<file path="src/hdl/fspa_pkg.sv">
package fspa_pkg;

	localparam int SLOT_W   = 10;
	localparam int OFFSET_W = 22;
	localparam int LIMIT_W  = 11;
	localparam int BYTES_W  = 13;
	localparam int CFG_IDX_W  = 4;
	localparam int CFG_DATA_W = 16;

	localparam logic KIND_ALLOC = 1'b0;
	localparam logic KIND_FREE  = 1'b1;

	localparam logic [1:0] ST_ALLOC     = 2'd0;
	localparam logic [1:0] ST_EXHAUSTED = 2'd1;
	localparam logic [1:0] ST_FREED     = 2'd2;

	localparam logic [CFG_IDX_W-1:0] CFG_SLOTS_IN_USE = 4'd0;
	localparam logic [CFG_IDX_W-1:0] CFG_SLOT_BYTES   = 4'd1;

	localparam logic [LIMIT_W-1:0] RST_SLOTS_IN_USE = 11'd1024;
	localparam logic [BYTES_W-1:0] RST_SLOT_BYTES   = 13'd16;

	typedef struct packed {
		logic              kind;
		logic [SLOT_W-1:0] slot;
	} req_t;

	typedef struct packed {
		logic [SLOT_W-1:0]   granted_slot;
		logic [OFFSET_W-1:0] byte_offset;
		logic [1:0]          status;
	} result_t;

	// link held for one free list entry
	typedef struct packed {
		logic              valid;
		logic [SLOT_W-1:0] slot;
	} link_t;

	typedef struct packed {
		logic [LIMIT_W-1:0] slots_in_use;
		logic [BYTES_W-1:0] slot_bytes;
	} cfg_t;

endpackage

</file>
<file path="src/hdl/fspa_cfg.sv">
module fspa_cfg
	import fspa_pkg::*;
(
	input  logic                  clk,
	input  logic                  arst_n,
	input  logic                  cfg_valid,
	output logic                  cfg_ready,
	input  logic [CFG_IDX_W-1:0]  cfg_index,
	input  logic [CFG_DATA_W-1:0] cfg_data,
	output cfg_t                  cfg
);

	cfg_t cfg_q;

	assign cfg_ready = 1'b1;
	assign cfg       = cfg_q;

	always_ff @(posedge clk or negedge arst_n) begin
		if (!arst_n) begin
			cfg_q.slots_in_use <= RST_SLOTS_IN_USE;
			cfg_q.slot_bytes   <= RST_SLOT_BYTES;
		end else if (cfg_valid && cfg_ready) begin
			case (cfg_index)
				CFG_SLOTS_IN_USE: cfg_q.slots_in_use <= cfg_data[LIMIT_W-1:0];
				CFG_SLOT_BYTES:   cfg_q.slot_bytes   <= cfg_data[BYTES_W-1:0];
				default: ;
			endcase
		end
	end

endmodule
</file>
<file path="config.mk">
export PLATFORM = sky130hd
export DESIGN_NAME = fspa_cfg
export DESIGN_NICKNAME = d
export VERILOG_FILES = /design/src/hdl/fspa_pkg.sv /design/src/hdl/fspa_cfg.sv
export SDC_FILE = /design/constraint.sdc
export NUM_CORES = 1
export LEC_CHECK = 0
export BUFFER_PORTS_ARGS = -buffer_cell sky130_fd_sc_hd__buf_2
export CAP_MARGIN = 20
export CORE_ASPECT_RATIO = 1.25
export CORE_UTILIZATION = 44
export CTS_CLUSTER_DIAMETER = 40
export DETAILED_ROUTE_END_ITERATION = 8
export MAX_ROUTING_LAYER = met4
export PLACE_DENSITY = 0.76
export SYNTH_ARGS = -nofsm -noshare
export SYNTH_HDL_FRONTEND = slang
export SYNTH_SLANG_ARGS = --single-unit
export TNS_END_PERCENT = 1
</file>
<file path="constraint.sdc">
create_clock -name clk -period 0.9 [get_ports clk]
set_clock_uncertainty 0.1 [all_clocks]
set_input_delay 0.18 -clock clk [delete_from_list [all_inputs] [get_ports clk]]
set_output_delay 0.18 -clock clk [all_outputs]
set_load 0.01 [all_outputs]
</file>
Yosys cells after proc, flatten, opt, wreduce, memory -nomap -nowiden. Index checks and enable logic that the tools add are counted.

Eq/ne operators: 1. Reduce and logical (&&, ||, !) cells: 3.

Operator list (count): 4-bit by 1-bit equality test with 1-bit output, second input constant (1); 4-bit logical NOT (1); 2-bit AND reduction (2).

Flip-flop bits (word level): 24. Bits of input ports: 23. Output and inout port bits: 25. Logic and storage cells: 6.

Depth between registers and ports, before layout. Gate-level depths: netlist (run 1).

Depth after elaboration: 2. Gate-level depth with buffers: 5. Depth with buffers taken out: 3.

Worst setup path after synthesis (run 1). No wires, ideal clock.

Path kind: input-to-reg. From: input cfg_index[1]. To: register cfg_q (netlist bit cfg[10]). Library setup time: 0.125 ns. Data arrival time: 1.335 ns. Slack: -0.660 ns. Stages on the path: 5. Cell sequence: nand2b_4 or4b_4 buf_6 buf_6 mux2_4.

Word-level cells in the longest chain between the ends: 2.

Ends and longest elaborated chain: from (decl) (RTL line fspa_cfg.sv:8) `input logic [CFG_IDX_W-1:0] cfg_index,`; 4-bit by 1-bit equality test with 1-bit output (RTL line fspa_cfg.sv:23) `case (cfg_index)`; 2-bit AND reduction (no source line); to (decl) (RTL line fspa_cfg.sv:13) `cfg_t cfg_q;`.

Every way passes these cells. A chain may end at the register's enable or synchronous reset.

Worst setup path after layout (run 1).
From: input cfg_index[1]. To: register cfg_q (netlist bit cfg[7]).

Same word-level chain as after synthesis.

==> results.yml, run 1 <==
timing:
  max_freq_ghz: 0.794
  setup_tns_ps: -12160
  final.setup.worst_slack_ps: -359
  fin_crit_sh_pct: 140
  holdWs_ps: -9.27
  hold_viol_final: 2
  rsz0062_at_grt: "true"
  finalWorstPathRequiredPeriod_ps: 1260
  maxSlewViolCount: 0
  setup_violations: 48
final_layout:
  final_common_cell: "buf_2"
  layout.cells.non_filler: 138
  fin_util_pct: 67.9
  largest_reg_flops: 24
  drive_above_1_share_pct: 75.9
  fillers: 141
  diodes: 0
  most-common-layout-cells: "buf_2, dfrtp_1, mux2_4"
  area_growth_syn_to_layout_pct: 41.6
  final_nets: 132
logic_synthesis:
  synth_area_per_cell_um2: 17.6
  ys_seq_elements: 24
  syn_nets: 79
  synth.distinct_cells: 12
  synth_xor_area_share_pct: 0
  yosysWarnings: 0
  synth_compound_area_share_pct: 0
  synth_fa_ha_area_share_pct: 0
  synth_top_area_share_pct: 56.0
  syn-cell-area_um2: 983
  netlist_instances: 56
  ys_seq_area_share_pct: 61.3
  yosys.area_share.simple_pct: 3.44
  synthMuxAreaShare_pct: 31.3
  yosys.area.top_type: "dfrtp_1"
  synth_top_family_by_area: "multiplexers"
  synthTopCellsByArea: "dfrtp_1, mux2_4, mux2_2, dfstp_2, mux2_1"
placement:
  post-place-cells: 131
  gp_congestion: 0.626
  dp_hpwl_um: 1290
  place.port_buffers: 43
route:
  routed.top_layer: "met4"
  met3_length_um: 94
  via_per_inst: 4.72
  remaining_drc_errors: 0
  wl_met1_um: 862
  routed_wl_um: 1950
  wl_met2_um: 964
  wire_per_inst_um: 14.1
  drt.antenna.violating_nets: 0
  drtPass1Iterations: 4
  drt_iter0_drc: 3
  vias: 651
clock_tree:
  cts_hold_buf: 1
  cts_buffers: 3
  cts_tree: "done"
  clock_path_buffers: 2
  clk_latency_ps: 310
  clock_sinks: 24
  clockRootBuffer: "clkbuf_4"
  path_clk_slew_ps: 130
  cts_htree_levels: 1
job:
  max_cap_violations: 0
floorplanning:
  rows: 18
  die_w_um: 44.3
  ios: 48
  initial_utilization_pct: 48.0
  coreArea_um2: 2050
  die_h_um: 54.9
  die_area_um2: 2430
global_route:
  grt_pass1_wl_um: 3160
  grt_usage_pct: 19.2
  grt_max_degree: 25
  grt_overflow: 0
  antenna_found_initial: 0
  grt_pass1_vias: 690
critical_path:
  critical_path_class: "in2reg"
  worstPathRequired_ps: 1000
  worstPathMaxFanout: 7
  start_kind: "input port"
  endpoint_kind: "flop"
  crit_start: "cfg_index[1]"
  arrival_ps: 1360
  r2r_start: "cfg[4]$_DFFE_PN1P_"
min_path:
  hold_path.class: "in2reg"
  hp-start: "cfg_data[8]"
pwr:
  p_leak_nw: 0.739
  power_mw: 2.88
  vdd_drop_max_uv: 1120
  p_per_area_nw_per_um2: 2060
outcome:
  violations: "negative hold slack, negative setup slack"
  status: "complete, but fails checks"
[metrics by stage]
stage / setup slack (ps) / area (um^2)
2_1_floorplan: -658 / 987
3_3_place_gp: -701 / 1260
3_5_place_dp: -726 / 1260
4_1_cts: -364 / 1380
5_1_grt: -395 / 1390
6_report: -359 / 1390
[critical path: stages]
cell and delay, ps:
buf_6 90, nand2b_4 140, or4b_4 620, mux2_4 330
[cells by family (layout without fill, tap and decap cells)]
family | after synthesis | after routing
buffers and inverters | 4 | 55
DFF | 24 | 24
and+or+nand+nor | 3 | 4
other | 1 | 1
muxes | 24 | 24
[final timing paths]
path / cells after the start / to / slack [ps]
max in group asynchronous: 3 / cfg[4]$_DFFE_PN1P_ / 240
min: 2 / cfg[21]$_DFFE_PN0P_ / -9
max: 4 / cfg[7]$_DFFE_PN0P_ / -360
max reg2reg: 2 / cfg[4]$_DFFE_PN1P_ / -30
min reg2reg: 1 / cfg[21]$_DFFE_PN0P_ / 410
min in group asynchronous: 3 / cfg[8]$_DFFE_PN0P_ / 230
[metal layers]
layer | vias up | global-route usage [%]
met1 | 320 | 24.6
met4 | 0 | 10.6
li1 | 300 | -
met2 | 27 | 28.7
met5 | - | -
met3 | 4 | 3.30
[Yosys cell counts]
| cell type | n |
|---|---|
| buf_2 | 1 |
| buf_4 | 1 |
| buf_6 | 2 |
| conb_1 | 1 |
| dfrtp_1 | 22 |
| dfstp_2 | 2 |
| mux2_1 | 4 |
| mux2_2 | 10 |
| mux2_4 | 10 |
| nand2b_4 | 1 |
| nor4_1 | 1 |
| or4b_4 | 1 |
[report_power, final]
part / switching, mW / internal [mW]
clock: 0.302 / 0.173
combinational: 0.353 / 0.568
sequential: 0.137 / 1.34
[repair_timing]
item,4_1_cts,5_1_grt
endpoints found under the hold margin,31,16
pin swaps,2,1
endpoints found under the setup margin,48,48
gates resized for setup,12,3
setup buffers,1,0
cloned,1,0
[final cells by class]
| class | instances | area (um^2) | area share [%] |
|---|---|---|---|
| sequential | 24 | 603 | 43.3 |
| multi-input combinational | 29 | 400 | 28.8 |
| timing repair buffer | 51 | 325 | 23.4 |
| tap | 30 | 37.5 | 2.70 |
| clock buffer | 4 | 26.3 | 1.89 |
Power figures use the tool's default switching activity.
==> inputs of run 2 (changes only) <==
RECOVER_POWER = 25   (was unset)
==> results.yml, run 2 (same netlist as run 1, synthesis figures left out) <==
critical_path:
  crit_chain: "buf_6 > nand2b_4 > or4b_4 > mux2_4"
  endpoint_kind: "flop"
  critPathMaxStageDelay_ps: 620
  worstPathMaxFanout: 7
  start_kind: "input port"
  crit_slowest_cell: "or4b_4"
  regToRegSetupSlack_ps: -30
  arrival_ps: 1360
  r2r_cells: 2
  critical_path_class: "in2reg"
  r2r_end: "cfg[4]$_DFFE_PN1P_"
  crit_start: "cfg_index[1]"
  r2r_start: "cfg[4]$_DFFE_PN1P_"
  worstPathRequired_ps: 1000
route:
  via_per_inst: 4.68
  routed_wl_um: 1950
  drt_iter0_drc: 3
  drt.antenna.violating_nets: 0
  vias: 646
  wire_per_inst_um: 14.1
  remaining_drc_errors: 0
  drtPass1Iterations: 4
final_layout:
  diodes: 0
  final_common_cell: "buf_2"
  layout.cells.non_filler: 138
  final_nets: 132
  area_growth_syn_to_layout_pct: 40.3
  drive_above_1_share_pct: 75.9
  most-common-layout-cells: "buf_2, dfrtp_1, mux2_4"
  register_area_um2: 603
  fin_util_pct: 67.3
  fillers: 143
  largest_reg_flops: 24
  multi_input_area_um2: 400
  stdcell_area_um2: 1380
placement:
  dp_hpwl_um: 1290
  place.port_buffers: 43
  gp_congestion: 0.626
  post-place-cells: 131
  place_area_um2: 1260
  dp_slack_ps: -726
timing:
  hold_viol_final: 2
  rsz0062_at_grt: "true"
  fin_crit_sh_pct: 140
  final.setup.worst_slack_ps: -359
  finalWorstPathRequiredPeriod_ps: 1260
  setup_violations: 48
  max_freq_ghz: 0.794
  holdWs_ps: -9.19
  maxSlewViolCount: 0
clock_tree:
  cts_htree_levels: 1
  clock_path_buffers: 2
  cts_buffers: 3
  clk_latency_ps: 310
  clock_sinks: 24
  cts_tree: "done"
  clockRootBuffer: "clkbuf_4"
  path_clk_slew_ps: 130
  cts_hold_buf: 1
pwr:
  p_leak_nw: 0.734
  p_per_area_nw_per_um2: 2080
  vdd_drop_max_uv: 1120
outcome:
  violations: "negative hold slack, negative setup slack"
  status: "complete, but fails checks"
floorplanning:
  initial_utilization_pct: 48.0
  die_h_um: 54.9
  coreArea_um2: 2050
  ios: 48
  die_w_um: 44.3
  rows: 18
  die_area_um2: 2430
global_route:
  grt_max_degree: 25
  grt_pass1_wl_um: 3160
  antenna_found_initial: 0
  grt_pass1_vias: 690
  grt_usage_pct: 19.2
  grt_overflow: 0
min_path:
  hold_end: "cfg[21]$_DFFE_PN0P_"
  hp-start: "cfg_data[8]"
  min_path_cells: 2
  hold_path.class: "in2reg"
job:
  max_cap_violations: 0
[run 2: cell types whose count changed in the layout (fill, tap and decap cells not counted)]
cell | previous run | this run
buf_12 | 1 | 0
clkbuf_4 | 3 | 4
[run 2: area by class of cell]
class / count / share of cell area, %
clock buffer: 4 / 1.90
multi-input combinational: 29 / 29.0
sequential: 24 / 43.7
tap: 30 / 2.72
timing repair buffer: 51 / 22.7
[run 2: metrics by stage]
step,TNS [ps],power (mW)
finish,-12160,2.87
global route,-13240,3.05
CTS,-12320,2.87
detailed placement,-15580,2.28
global placement,-15120,2.25
floorplan,-12900,1.90
[run 2: worst max-delay path by stage]
stage | end | slack, ps | cells past startpoint
2_1_floorplan | cfg[10]$_DFFE_PN0P_ | -660 | 5
3_3_place_gp | cfg[12]$_DFFE_PN0P_ | -700 | 4
3_5_place_dp | cfg[0]$_DFFE_PN0P_ | -730 | 4
4_1_cts | cfg[7]$_DFFE_PN0P_ | -360 | 4
5_1_grt | cfg[23] | -400 | 1
6_report | cfg[7]$_DFFE_PN0P_ | -360 | 4
[run 2: timing repair]
item / CTS / global route
cloned: 1 / 0
pin swaps: 2 / 1
endpoints found under the hold margin: 31 / 16
gates resized for setup: 12 / 3
setup endpoints to repair: 48 / 48
buffers inserted: 1 / 0
[run 2: power breakdown]
| part | switching (mW) | internal [mW] |
|---|---|---|
| clock network | 0.302 | 0.173 |
| registers | 0.136 | 1.34 |
| logic | 0.351 | 0.562 |
| total | 0.790 | 2.08 |
[run 2: per-layer routing]
layer  vias up  track usage (%)  wire, um
met3         4             3.30        94
li1        300                -         -
met5         -                -         0
met4         0             10.6        29
met2        27             28.7       951
met1       315             24.6       871
[run 2: critical path: cells and delay by family]
kind,cells,cell delay [ps]
multiplexers,1,330
AND/OR/NAND/NOR,2,760
buffers and inverters,1,90
==> inputs of run 3 (changes only) <==
CORE_ASPECT_RATIO = 0.6   (was 1.25)
CORE_UTILIZATION = 41   (was 44)
PLACE_DENSITY = 0.71   (was 0.76)
==> results.yml, run 3 (same netlist as run 1, synthesis figures left out) <==
critical_path:
  crit_start: "cfg_index[1]"
  r2r_cells: 1
  endpoint_kind: "flop"
  worstPathRequired_ps: 950
  arrival_ps: 1330
  critical_path_class: "in2reg"
  start_kind: "input port"
  worstPathMaxFanout: 7
  r2r_start: "cfg[11]$_DFFE_PN0P_"
timing:
  setup_violations: 48
  finalWorstPathRequiredPeriod_ps: 1280
  rsz0062_at_grt: "true"
  max_freq_ghz: 0.781
  final.setup.worst_slack_ps: -381
  maxSlewViolCount: 0
  fin_crit_sh_pct: 142
  hold_viol_final: 0
global_route:
  antenna_found_initial: 0
  grt_pass1_wl_um: 3210
  grt_usage_pct: 18.9
  grt_pass1_vias: 638
  grt_max_degree: 25
  grt_overflow: 0
floorplanning:
  ios: 48
  die_w_um: 65.2
  coreArea_um2: 2210
  initial_utilization_pct: 44.5
  die_area_um2: 2600
  rows: 13
  die_h_um: 39.9
outcome:
  violations: "negative setup slack"
  status: "complete, but fails checks"
pwr:
  pwr-share-comb_pct: 28.0
  power_mw: 3.04
  p_leak_nw: 0.722
  swShare_pct: 26.1
  vdd_drop_max_uv: 1070
  seq_power_share_pct: 48.8
  intPower_mw: 2.24
  p_clk_share_pct: 23.1
  switchingPower_uw: 794
  p_per_area_nw_per_um2: 2210
placement:
  dp_slack_ps: -738
  dp_hpwl_um: 1460
  gp_congestion: 0.637
  place.port_buffers: 43
  place_area_um2: 1260
  post-place-cells: 130
final_layout:
  most-common-layout-cells: "buf_2, dfrtp_1, mux2_4"
  final_common_cell: "buf_2"
  fillers: 186
  layout.cells.non_filler: 136
  stdcell_area_um2: 1370
  area_growth_syn_to_layout_pct: 39.6
  final_nets: 130
  largest_reg_flops: 24
  fin_util_pct: 62.0
  drive_above_1_share_pct: 75.5
  diodes: 0
job:
  max_cap_violations: 0
min_path:
  hp-start: "cfg_data[0]"
  hold_path.class: "in2reg"
  min_path_cells: 2
route:
  wl_met2_um: 1000
  vias: 636
  routed.top_layer: "met3"
  routed_wl_um: 2020
  met3_length_um: 115
  wire_per_inst_um: 14.8
  drt_iter0_drc: 14
  wl_met1_um: 900
  drtPass1Iterations: 2
  drt.antenna.violating_nets: 0
  remaining_drc_errors: 0
  via_per_inst: 4.68
clock_tree:
  cts_htree_levels: 1
  clockRootBuffer: "clkbuf_8"
  clock_path_buffers: 2
  clk_latency_ps: 260
  path_clk_slew_ps: 80
  clock_sinks: 24
  cts_tree: "done"
  cts_buffers: 3
  cts_setup_buffers: 0
-- run 3: cell types whose count changed in the layout (fill, tap and decap cells not counted) --
cell	delta
clkbuf_8	+4
mux2_4	-4
clkbuf_4	-3
mux2_2	+3
buf_4	-2
buf_2	+1
buf_6	-1
clkbuf_1	-1
mux2_1	+1
-- run 3: final timing paths --
check / endpoint / slack (ps)
worst max-delay path: cfg[0]$_DFFE_PN0P_ / -380
worst min-delay path: cfg[0]$_DFFE_PN0P_ / 50
worst max register to register: cfg[11]$_DFFE_PN0P_ / 20
worst min register to register: cfg[21]$_DFFE_PN0P_ / 390
max in group asynchronous: cfg[23]$_DFFE_PN1P_ / 60
min in group asynchronous: cfg[5]$_DFFE_PN0P_ / 350
-- run 3: area by class of cell --
class / instances / area, um^2 / area share [%]
well taps: 30 / 37.5 / 2.73
repair buffers: 49 / 292 / 21.2
multi-input cells: 29 / 385 / 28.1
clock buffers: 4 / 55.1 / 4.01
flip-flops and latches: 24 / 603 / 43.9
-- run 3: through the flow --
step                hold slack (ps)  setup TNS, ps
finish                         51.6         -12130
global route                   45.4         -13460
CTS                            43.8         -12450
detailed placement             28.8         -16160
global placement               25.9         -15150
floorplan                      -216         -12900
-- run 3: critical path, cell delays in order --
cell and delay [ps]:
buf_6 90, nand2b_4 140, or4b_4 580, mux2_1 340
-- run 3: what timing repair did --
action                     CTS  global route
hold buffers                 1             0
hold endpoints to repair    24             0
pin swaps                    2             1
gates cloned                 1             0
setup endpoints to repair   48            48
gates resized for setup      8             2
-- run 3: routing by layer --
layer	up-vias	GRT usage (%)
met4	0	5.43
met3	0	6.25
met1	311	21.5
li1	298	-
met2	27	33.0
met5	-	-
-- run 3: power groups by stage --
| stage | logic [mW] | clock network (mW) | registers (mW) |
|---|---|---|---|
| 2_1_floorplan | 0.292 | 0 | 1.61 |
| 3_3_place_gp | 0.772 | 0 | 1.49 |
| 3_5_place_dp | 0.796 | 0 | 1.50 |
| 4_1_cts | 0.854 | 0.721 | 1.48 |
| 5_1_grt | 0.922 | 0.783 | 1.52 |
| 6_report | 0.852 | 0.703 | 1.48 |
